===== src/hdl/crcchk_pkg.sv =====
// ---------------------------------------------------------------------------
// crcchk_pkg
// Shared types and constants of the CRC codeword checker.
// ---------------------------------------------------------------------------
package crcchk_pkg;

	localparam int CFG_IDX_W  = 2;
	localparam int CFG_DATA_W = 9;

	// Configuration register indexes
	localparam logic [CFG_IDX_W-1:0] CFG_GEN_BITS  = 2'd0;
	localparam logic [CFG_IDX_W-1:0] CFG_GEN_LEN   = 2'd1;
	localparam logic [CFG_IDX_W-1:0] CFG_DW_EIGHT  = 2'd2;

	// Register reset values
	localparam logic [8:0] GEN_BITS_RST = 9'd19;
	localparam logic [3:0] GEN_LEN_RST  = 4'd5;

	// result_kind codes
	localparam logic KIND_DATA    = 1'b0;
	localparam logic KIND_SUMMARY = 1'b1;

	typedef struct packed {
		logic [7:0] coded_byte;
		logic       final_byte;
	} in_item_t;

	typedef struct packed {
		logic        result_kind;
		logic [7:0]  decoded_byte;
		logic [31:0] codeword_total;
		logic [31:0] error_total;
		logic        last_result;
	} out_item_t;

	typedef struct packed {
		logic [8:0] gen_bits;
		logic [3:0] gen_len;
		logic       dw_eight;
	} cfg_t;

	// Results of one byte, from the core to the output stage
	typedef struct packed {
		logic        has_data;
		logic [7:0]  data_byte;
		logic        has_sum;
		logic [31:0] cw_total;
		logic [31:0] err_total;
	} res_t;

endpackage


===== src/hdl/crcchk_core.sv =====
// ---------------------------------------------------------------------------
// crcchk_core
// Run state and the eight-bit unrolled CRC/unpack update for one byte.
// ---------------------------------------------------------------------------
module crcchk_core import crcchk_pkg::*; #(
	parameter int MAX_GEN_LEN = 9,
	parameter int COUNT_WIDTH = 32
) (
	input  logic       clk,
	input  logic       arst_n,
	input  cfg_t       cfg,
	input  in_item_t   item_s1,
	input  logic       fire,
	output res_t       res
);

	localparam int RW_MAX    = MAX_GEN_LEN - 1;
	localparam int LEN_W     = $clog2(MAX_GEN_LEN + 1);
	localparam int CW_BITS_W = $clog2(MAX_GEN_LEN + 8);

	logic                   hdr_q, hdr_d;
	logic [7:0]             skip_q, skip_d;
	logic [RW_MAX-1:0]      rem_q, rem_d;
	logic [CW_BITS_W-1:0]   bic_q, bic_d;
	logic [7:0]             dwb_q, dwb_d;
	logic [3:0]             pnib_q, pnib_d;
	logic                   perr_q, perr_d;
	logic                   phalf_q, phalf_d;
	logic [COUNT_WIDTH-1:0] cw_q, cw_d;
	logic [COUNT_WIDTH-1:0] err_q, err_d;

	logic [7:0]             len8;
	logic [7:0]             lenc8;
	logic [LEN_W-1:0]       len_c;
	logic [LEN_W-1:0]       rw;
	logic [RW_MAX-1:0]      mask;
	logic [RW_MAX-1:0]      top_mask;
	logic [RW_MAX+8:0]      gen_wide;
	logic [RW_MAX-1:0]      gen_m;
	logic [CW_BITS_W-1:0]   dw;
	logic [CW_BITS_W-1:0]   cw_len;

	logic                   top_bit;
	logic                   cw_err;
	logic [1:0]             cw_inc;
	logic [1:0]             err_inc;
	logic                   emit;
	logic [7:0]             emit_byte;

	logic [COUNT_WIDTH:0]   cw_sum;
	logic [COUNT_WIDTH:0]   err_sum;
	logic [COUNT_WIDTH+31:0] cw_wide;
	logic [COUNT_WIDTH+31:0] err_wide;

	// Per-run decode constants from the registers
	always_comb begin
		len8 = {4'd0, cfg.gen_len};
		if (len8 < 8'd2) begin
			lenc8 = 8'd2;
		end else if (len8 > 8'(MAX_GEN_LEN)) begin
			lenc8 = 8'(MAX_GEN_LEN);
		end else begin
			lenc8 = len8;
		end
		len_c = lenc8[LEN_W-1:0];
		rw    = len_c - LEN_W'(1);
		for (int j = 0; j < RW_MAX; j++) begin
			mask[j]     = (LEN_W'(j) < rw);
			top_mask[j] = (LEN_W'(j) == (rw - LEN_W'(1)));
		end
		gen_wide = {{RW_MAX{1'b0}}, cfg.gen_bits};
		gen_m    = gen_wide[RW_MAX-1:0] & mask;
		dw       = cfg.dw_eight ? CW_BITS_W'(8) : CW_BITS_W'(4);
		cw_len   = dw + CW_BITS_W'(rw);
	end

	// Header byte loads the skip count; every later byte takes eight bit steps, MSB first
	always_comb begin
		hdr_d     = hdr_q;
		skip_d    = skip_q;
		rem_d     = rem_q;
		bic_d     = bic_q;
		dwb_d     = dwb_q;
		pnib_d    = pnib_q;
		perr_d    = perr_q;
		phalf_d   = phalf_q;
		top_bit   = 1'b0;
		cw_err    = 1'b0;
		cw_inc    = 2'd0;
		err_inc   = 2'd0;
		emit      = 1'b0;
		emit_byte = 8'd0;
		if (!hdr_q) begin
			hdr_d  = 1'b1;
			skip_d = item_s1.coded_byte;
		end else begin
			for (int i = 7; i >= 0; i--) begin
				if (skip_d != 8'd0) begin
					skip_d = skip_d - 8'd1;
				end else begin
					if (bic_d < dw) begin
						dwb_d = {dwb_d[6:0], item_s1.coded_byte[i]};
					end
					top_bit = |(rem_d & top_mask);
					rem_d   = ((rem_d << 1) | RW_MAX'(item_s1.coded_byte[i])) & mask;
					if (top_bit) begin
						rem_d = rem_d ^ gen_m;
					end
					bic_d = bic_d + CW_BITS_W'(1);
					if (bic_d >= cw_len) begin
						cw_err = |rem_d;
						if (cfg.dw_eight) begin
							cw_inc    = 2'd1;
							err_inc   = {1'b0, cw_err};
							emit      = 1'b1;
							emit_byte = dwb_d;
						end else if (!phalf_d) begin
							pnib_d  = dwb_d[3:0];
							perr_d  = cw_err;
							phalf_d = 1'b1;
						end else begin
							cw_inc    = 2'd2;
							err_inc   = {1'b0, perr_d} + {1'b0, cw_err};
							emit      = 1'b1;
							emit_byte = {pnib_d, dwb_d[3:0]};
							phalf_d   = 1'b0;
						end
						rem_d = '0;
						bic_d = '0;
						dwb_d = 8'd0;
					end
				end
			end
		end
	end

	// Saturating counters and the 32-bit summary view
	always_comb begin
		cw_sum   = {1'b0, cw_q} + (COUNT_WIDTH+1)'(cw_inc);
		err_sum  = {1'b0, err_q} + (COUNT_WIDTH+1)'(err_inc);
		cw_d     = cw_sum[COUNT_WIDTH] ? '1 : cw_sum[COUNT_WIDTH-1:0];
		err_d    = err_sum[COUNT_WIDTH] ? '1 : err_sum[COUNT_WIDTH-1:0];
		cw_wide  = {32'd0, cw_d};
		err_wide = {32'd0, err_d};

		res.has_data  = emit;
		res.data_byte = emit_byte;
		res.has_sum   = item_s1.final_byte;
		res.cw_total  = (|cw_wide[COUNT_WIDTH+31:32]) ? 32'hFFFF_FFFF : cw_wide[31:0];
		res.err_total = (|err_wide[COUNT_WIDTH+31:32]) ? 32'hFFFF_FFFF : err_wide[31:0];
	end

	always_ff @(posedge clk or negedge arst_n) begin
		if (!arst_n) begin
			hdr_q   <= 1'b0;
			skip_q  <= 8'd0;
			rem_q   <= '0;
			bic_q   <= '0;
			dwb_q   <= 8'd0;
			pnib_q  <= 4'd0;
			perr_q  <= 1'b0;
			phalf_q <= 1'b0;
			cw_q    <= '0;
			err_q   <= '0;
		end else if (fire) begin
			if (item_s1.final_byte) begin
				hdr_q   <= 1'b0;
				skip_q  <= 8'd0;
				rem_q   <= '0;
				bic_q   <= '0;
				dwb_q   <= 8'd0;
				pnib_q  <= 4'd0;
				perr_q  <= 1'b0;
				phalf_q <= 1'b0;
				cw_q    <= '0;
				err_q   <= '0;
			end else begin
				hdr_q   <= hdr_d;
				skip_q  <= skip_d;
				rem_q   <= rem_d;
				bic_q   <= bic_d;
				dwb_q   <= dwb_d;
				pnib_q  <= pnib_d;
				perr_q  <= perr_d;
				phalf_q <= phalf_d;
				cw_q    <= cw_d;
				err_q   <= err_d;
			end
		end
	end

endmodule


===== config.mk =====
export PLATFORM = sky130hd
export DESIGN_NAME = crcchk_core
export DESIGN_NICKNAME = d
export VERILOG_FILES = /design/src/hdl/crcchk_pkg.sv /design/src/hdl/crcchk_core.sv
export SDC_FILE = /design/constraint.sdc
export NUM_CORES = 1
export LEC_CHECK = 0
export BUFFER_PORTS_ARGS = -buffer_cell sky130_fd_sc_hd__buf_4
export CAP_MARGIN = 25
export CORE_UTILIZATION = 44
export DETAILED_ROUTE_END_ITERATION = 10
export PLACE_DENSITY_LB_ADDON = 0.12
export SYNTH_ARGS = -nofsm -noshare
export SYNTH_HDL_FRONTEND = slang
export SYNTH_SLANG_ARGS = --single-unit
export TNS_END_PERCENT = 10

===== constraint.sdc =====
create_clock -name clk -period 38.3 [get_ports clk]
set_input_delay 7.66 -clock clk [delete_from_list [all_inputs] [get_ports clk]]
set_output_delay 7.66 -clock clk [all_outputs]
set_load 0.03 [all_outputs]

[Yosys cells after proc, flatten, opt, wreduce, memory -nomap -nowiden]
Cells that the tools add are included.
Word-level totals
  input bits: 26
  output and inout bits: 74
  word-level logic and storage cells: 532
  register bits after elaboration: 100
Cells by class
  $lt $le $gt $ge: 26
  multiplexer cells: 400
  bitwise operators: 33
  $add $sub $neg: 29
  equality and inequality tests: 7
  reductions and logical operators: 27
Operators by type and width (count)
  8-bit two-way mux: 142
  4-bit two-way mux: 40
  2-bit two-way mux: 70
  8-bit AND: 17
  32-bit two-way mux: 4
  8-bit OR reduction: 16
  5-bit two-way mux: 25
  1-bit two-way mux: 119
  32-bit by 2-bit adder with 33-bit output: 2
  8-bit by 1-bit OR with 8-bit output: 8
  8-bit nonzero test: 8
  8-bit by 1-bit subtractor with 8-bit output, second input constant: 8
  8-bit bitwise XOR: 8
  5-bit by 1-bit adder with 5-bit output, second input constant: 8
  5-bit >= comparator: 8
  5-bit by 4-bit < comparator with 1-bit output: 8
  1-bit by 1-bit adder with 2-bit output: 8
  3-bit by 4-bit == test with 1-bit output, first input constant: 4
  3-bit by 4-bit < comparator with 1-bit output, first input constant: 4
  2-bit by 4-bit == test with 1-bit output, first input constant: 2
  1-bit by 4-bit < comparator with 1-bit output, first input constant: 2
  2-bit by 4-bit < comparator with 1-bit output, first input constant: 2
  4-bit by 1-bit subtractor with 4-bit output, second input constant: 2
  4-bit by 4-bit adder with 5-bit output: 1
  6 further kinds: 6

[Depth between registers and ports, before layout]
  depth in word-level cells: 84
  mapped depth: 110
  mapped depth without buffers: 103

[Worst setup path after synthesis]
No wires, ideal clock.
  path type: input to output
  start: in cfg[3] (netlist bit)
  end: out res[17] (netlist bit)
  stages: 104
  path buffers: 9
  required time: 30640 ps
  path slack: 1182 ps
  arrival: 29458 ps
  cells stage by stage: buf_2 > nor2_1 > a21oi_1 > inv_1 > ha_1 > inv_2 > xnor2_1 > ha_1 > inv_1 > fa_1 > ha_1 > or3_1 > mux2_2 > a31oi_4 > ha_1 > clkbuf_1 > nor2b_1 > o21ai_0 > [... 68 more ...] > nor3_1 > a221o_1 > a31oi_1 > ha_1 > inv_1 > fa_1 > nand3b_1 > nor2_1 > and3_1 > and3_1 > nand3_1 > nor2_1 > and2_1 > nand3_1 > or4_1 > clkbuf_1 > buf_1 > nand2_1
RTL lines
  start, declared: RTL line crcchk_core.sv:11  | input cfg_t cfg,
  end, declared: RTL line crcchk_core.sv:14  | output res_t res

==> key figures <==
Critical path
  • CP required: 30640 ps
  • Most frequent CP cell: ha_1
  • Worst setup EP type: primary output
  • Worst EP arrival: 29100 ps
  • Slowest stage delay, CP: 570 ps
  • Max FO, Critical Path: 29
  • CP Launch Type: primary input
  • Setup CP Type: primary input to primary output
  • Critical-path top delay cell: or4_1

CTS
  • Worst-path clk slew: ~70 ps
  • PostCTS Resize Cnt: 0
  • CTS tree: yes
  • CTS sink cnt: 100
  • Clk buf depth: 2
  • CTS Buf Count: 9
  • Worst skew pair latency: between 300 and 400 ps
  • Clk root buf: clkbuf_16
  • H-tree depth: 3
  • CTS Hold Buffers Added: 0
  • Setup repair bufs after CTS: 0

STA
  • Worst hold slack: 517.7 ps
  • Slew Limit Fails: 0
  • Slew margin rel.: 33.34%
  • Fin crit share: 95.98%
  • Setup TNS: 0 ps
  • Fin crit period: between 30000 and 40000 ps
  • Unrepaired setup endpoints after global routing: no
  • Achievable Freq: 27.20 MHz
  • Least-Margin Pin Slew: 1000 ps
  • Final Setup Violations: 0
  • Clk_skew: between 15 and 20 ps
  • Final number of hold-violating endpoints: 0

Synth
  • Main synth FF type: dfrtp_1
  • Post-Syn Area: 0.01749 mm2
  • Sequential-to-total area share from yosys stat: 14.31%
  • Top post-synthesis cells by area: dfrtp_1 (14%), nand2_1 (7.7%), ha_1 (6.1%)
  • Cell count after synthesis: 2469
  • Syn Area/Cell: 7.085 um2
  • Synth top area share: 14.31%
  • Cell taking the most area after synthesis: dfrtp_1
  • Top post-synthesis cells by count: nand2_1 (357), nor2_1 (244), a21oi_1 (171)
  • Share of async-settable or async-resettable flops after synthesis: 100.0%
  • Synthesis-stage register bit count: 100
  • Yosys warning count: 0
  • Syn Nets: 2583
  • Post-synth EDFFs: 0
  • Post-synthesis cell type count: 121
  • Top-count cell post-synth: nand2_1

Drt
  • First DRT Iteration DRCs: approximately 1.8k
  • Drt wl/cell: 24.01 um
  • Routed Antenna Nets: 0
  • Vias/cell: 6.466
  • TritonRoute pass-1 iters: 8
  • Highest metal used: met4
  • Routed WL: about 73000 um
  • Met3 routed WL: 6153 um
  • M1 WL: around 32000 um
  • Drt drc: 0
  • Metal2 WL: 31870 um
  • Via count: 19.63k

Floorplanning
  • Num ports: 100
  • Die Wd: 201.4 um
  • Die Area: 0.04056 mm2
  • Core Rows: 72
  • Die Ht: 201.4 um
  • Core Area: 0.03892 mm2
  • Initial Util: 44.95%

GRT
  • Initial antenna violation count: 1
  • First-pass GRT wire length: 111400 um
  • Vias in the first global route: 18.75k
  • Largest net degree at the start of global routing: 72
  • Grt total ovfl: 0
  • Gr usage total: 35.11%

Finish
  • Proportion of layout cells with a drive suffix above 1: between 10% and 20%
  • Post-route cell area: 0.01928 mm2
  • Synth-to-Final Area Change: 10.20%
  • Fillcell total: 4009
  • Final #Nets: around 2.6k

Job
  • Max-Cap Viols: 0

Placement
  • Port Buffer Count: between 90 and 100
  • Post-DP HPWL: 54970 um
  • Placer's final routability congestion estimate: 1.008
  • Placed inst area: between 0.015 and 0.02 mm2

Run status
  • Outcome: completed

Hold path
  • Hold Crit Class: register to register
[area by class of cell]
cell class	count	area [um2]	share of cell area, %
sequential	100	2502	12.98
antenna	1	2.502	0.01298
multi-input combinational	2150	14200	73.64
clock buffer	10	239.0	1.240
timing repair buffer	178	1356	7.036
inverter	73	277.8	1.441
clock inverter	6	55.05	0.2856
tap	518	648.1	3.362
[critical path, delay by kind of cell]
family          cells  cell delay, ps
compound gates     38            7780
xor+xnor            2             330
fa+ha+maj          21            6360
buf+inv            13            2010
mux                 2             440
simple gates       23            4470
[final timing paths]
check,start,slack [ps],endpoint,depth (start not counted)
max,cfg[3],1540,res[1],99
min,cw_q[0]$_DFFE_PN0P_,520,cw_q[0]$_DFFE_PN0P_,1
max reg2reg,skip_q[0]$_DFFE_PN0P_,17500,err_q[5]$_DFFE_PN0P_,91
min reg2reg,cw_q[0]$_DFFE_PN0P_,520,cw_q[0]$_DFFE_PN0P_,1
max in group asynchronous,arst_n,29800,cw_q[7]$_DFFE_PN0P_,2
min in group asynchronous,arst_n,7310,err_q[18]$_DFFE_PN0P_,1
[metal layers]
metal / track usage (%) / vias up
li1: - / 9192
met1: 47.27 / 9352
met2: 55.27 / 915
met3: 5.361 / 171
met4: 15.61 / 0
met5: 0 / -
[layout by cell type, fill, tap and decap left out, types with 17 or more instances in the layout]
cell and instances:
buf_4 176, o21ai_1 19, nand3_1 84, nor4_1 17, mux2_2 29, a22oi_1 39
a211oi_1 18, mux2i_1 88, a31oi_1 31, nand2b_1 23, and3_1 53, dfrtp_1 100
inv_1 65, a21oi_1 170, a22o_1 85, nor2b_1 22, ha_1 83, nand2_1 357
and2_1 24, xor2_1 64, o22ai_1 22, nor3_1 54, a221oi_1 18, a21o_1 23
nand4_1 26, xnor2_1 104, nor2_1 242, o21ai_0 148
[sequential cells by signal, summed over array words and instances (netlist names)]
| register | count |
|---|---|
| skip_q | 8 |
| phalf_q | 1 |
| hdr_q | 1 |
| err_q | 32 |
| dwb_q | 8 |
| bic_q | 5 |
| cw_q | 32 |
| rem_q | 8 |
| perr_q | 1 |
| pnib_q | 4 |
[metrics by stage]
step                      cells  util (%)  worst slack [ps]
after global placement     3018     48.62              1266
after global routing       3035     49.53             59.88
after floorplan            2469         -              1182
final                      3036     49.53              1541
after detailed placement   3019     48.66              1032
after CTS                  3035     49.41             898.8
[cell families after synthesis]
group,after synthesis,synth area share (%)
AO/OA/AOI/OAI,775,31.46
XOR/XNOR,171,8.690
adder cells (fa/ha/maj),93,6.716
buffers and inverters,219,4.950
flip-flops,100,14.31
multiplexers,119,7.160
AND/OR/NAND/NOR,992,26.71
Power is not shown: default switching activity piles up to over one toggle a cycle in this logic, so the estimate is an artifact.
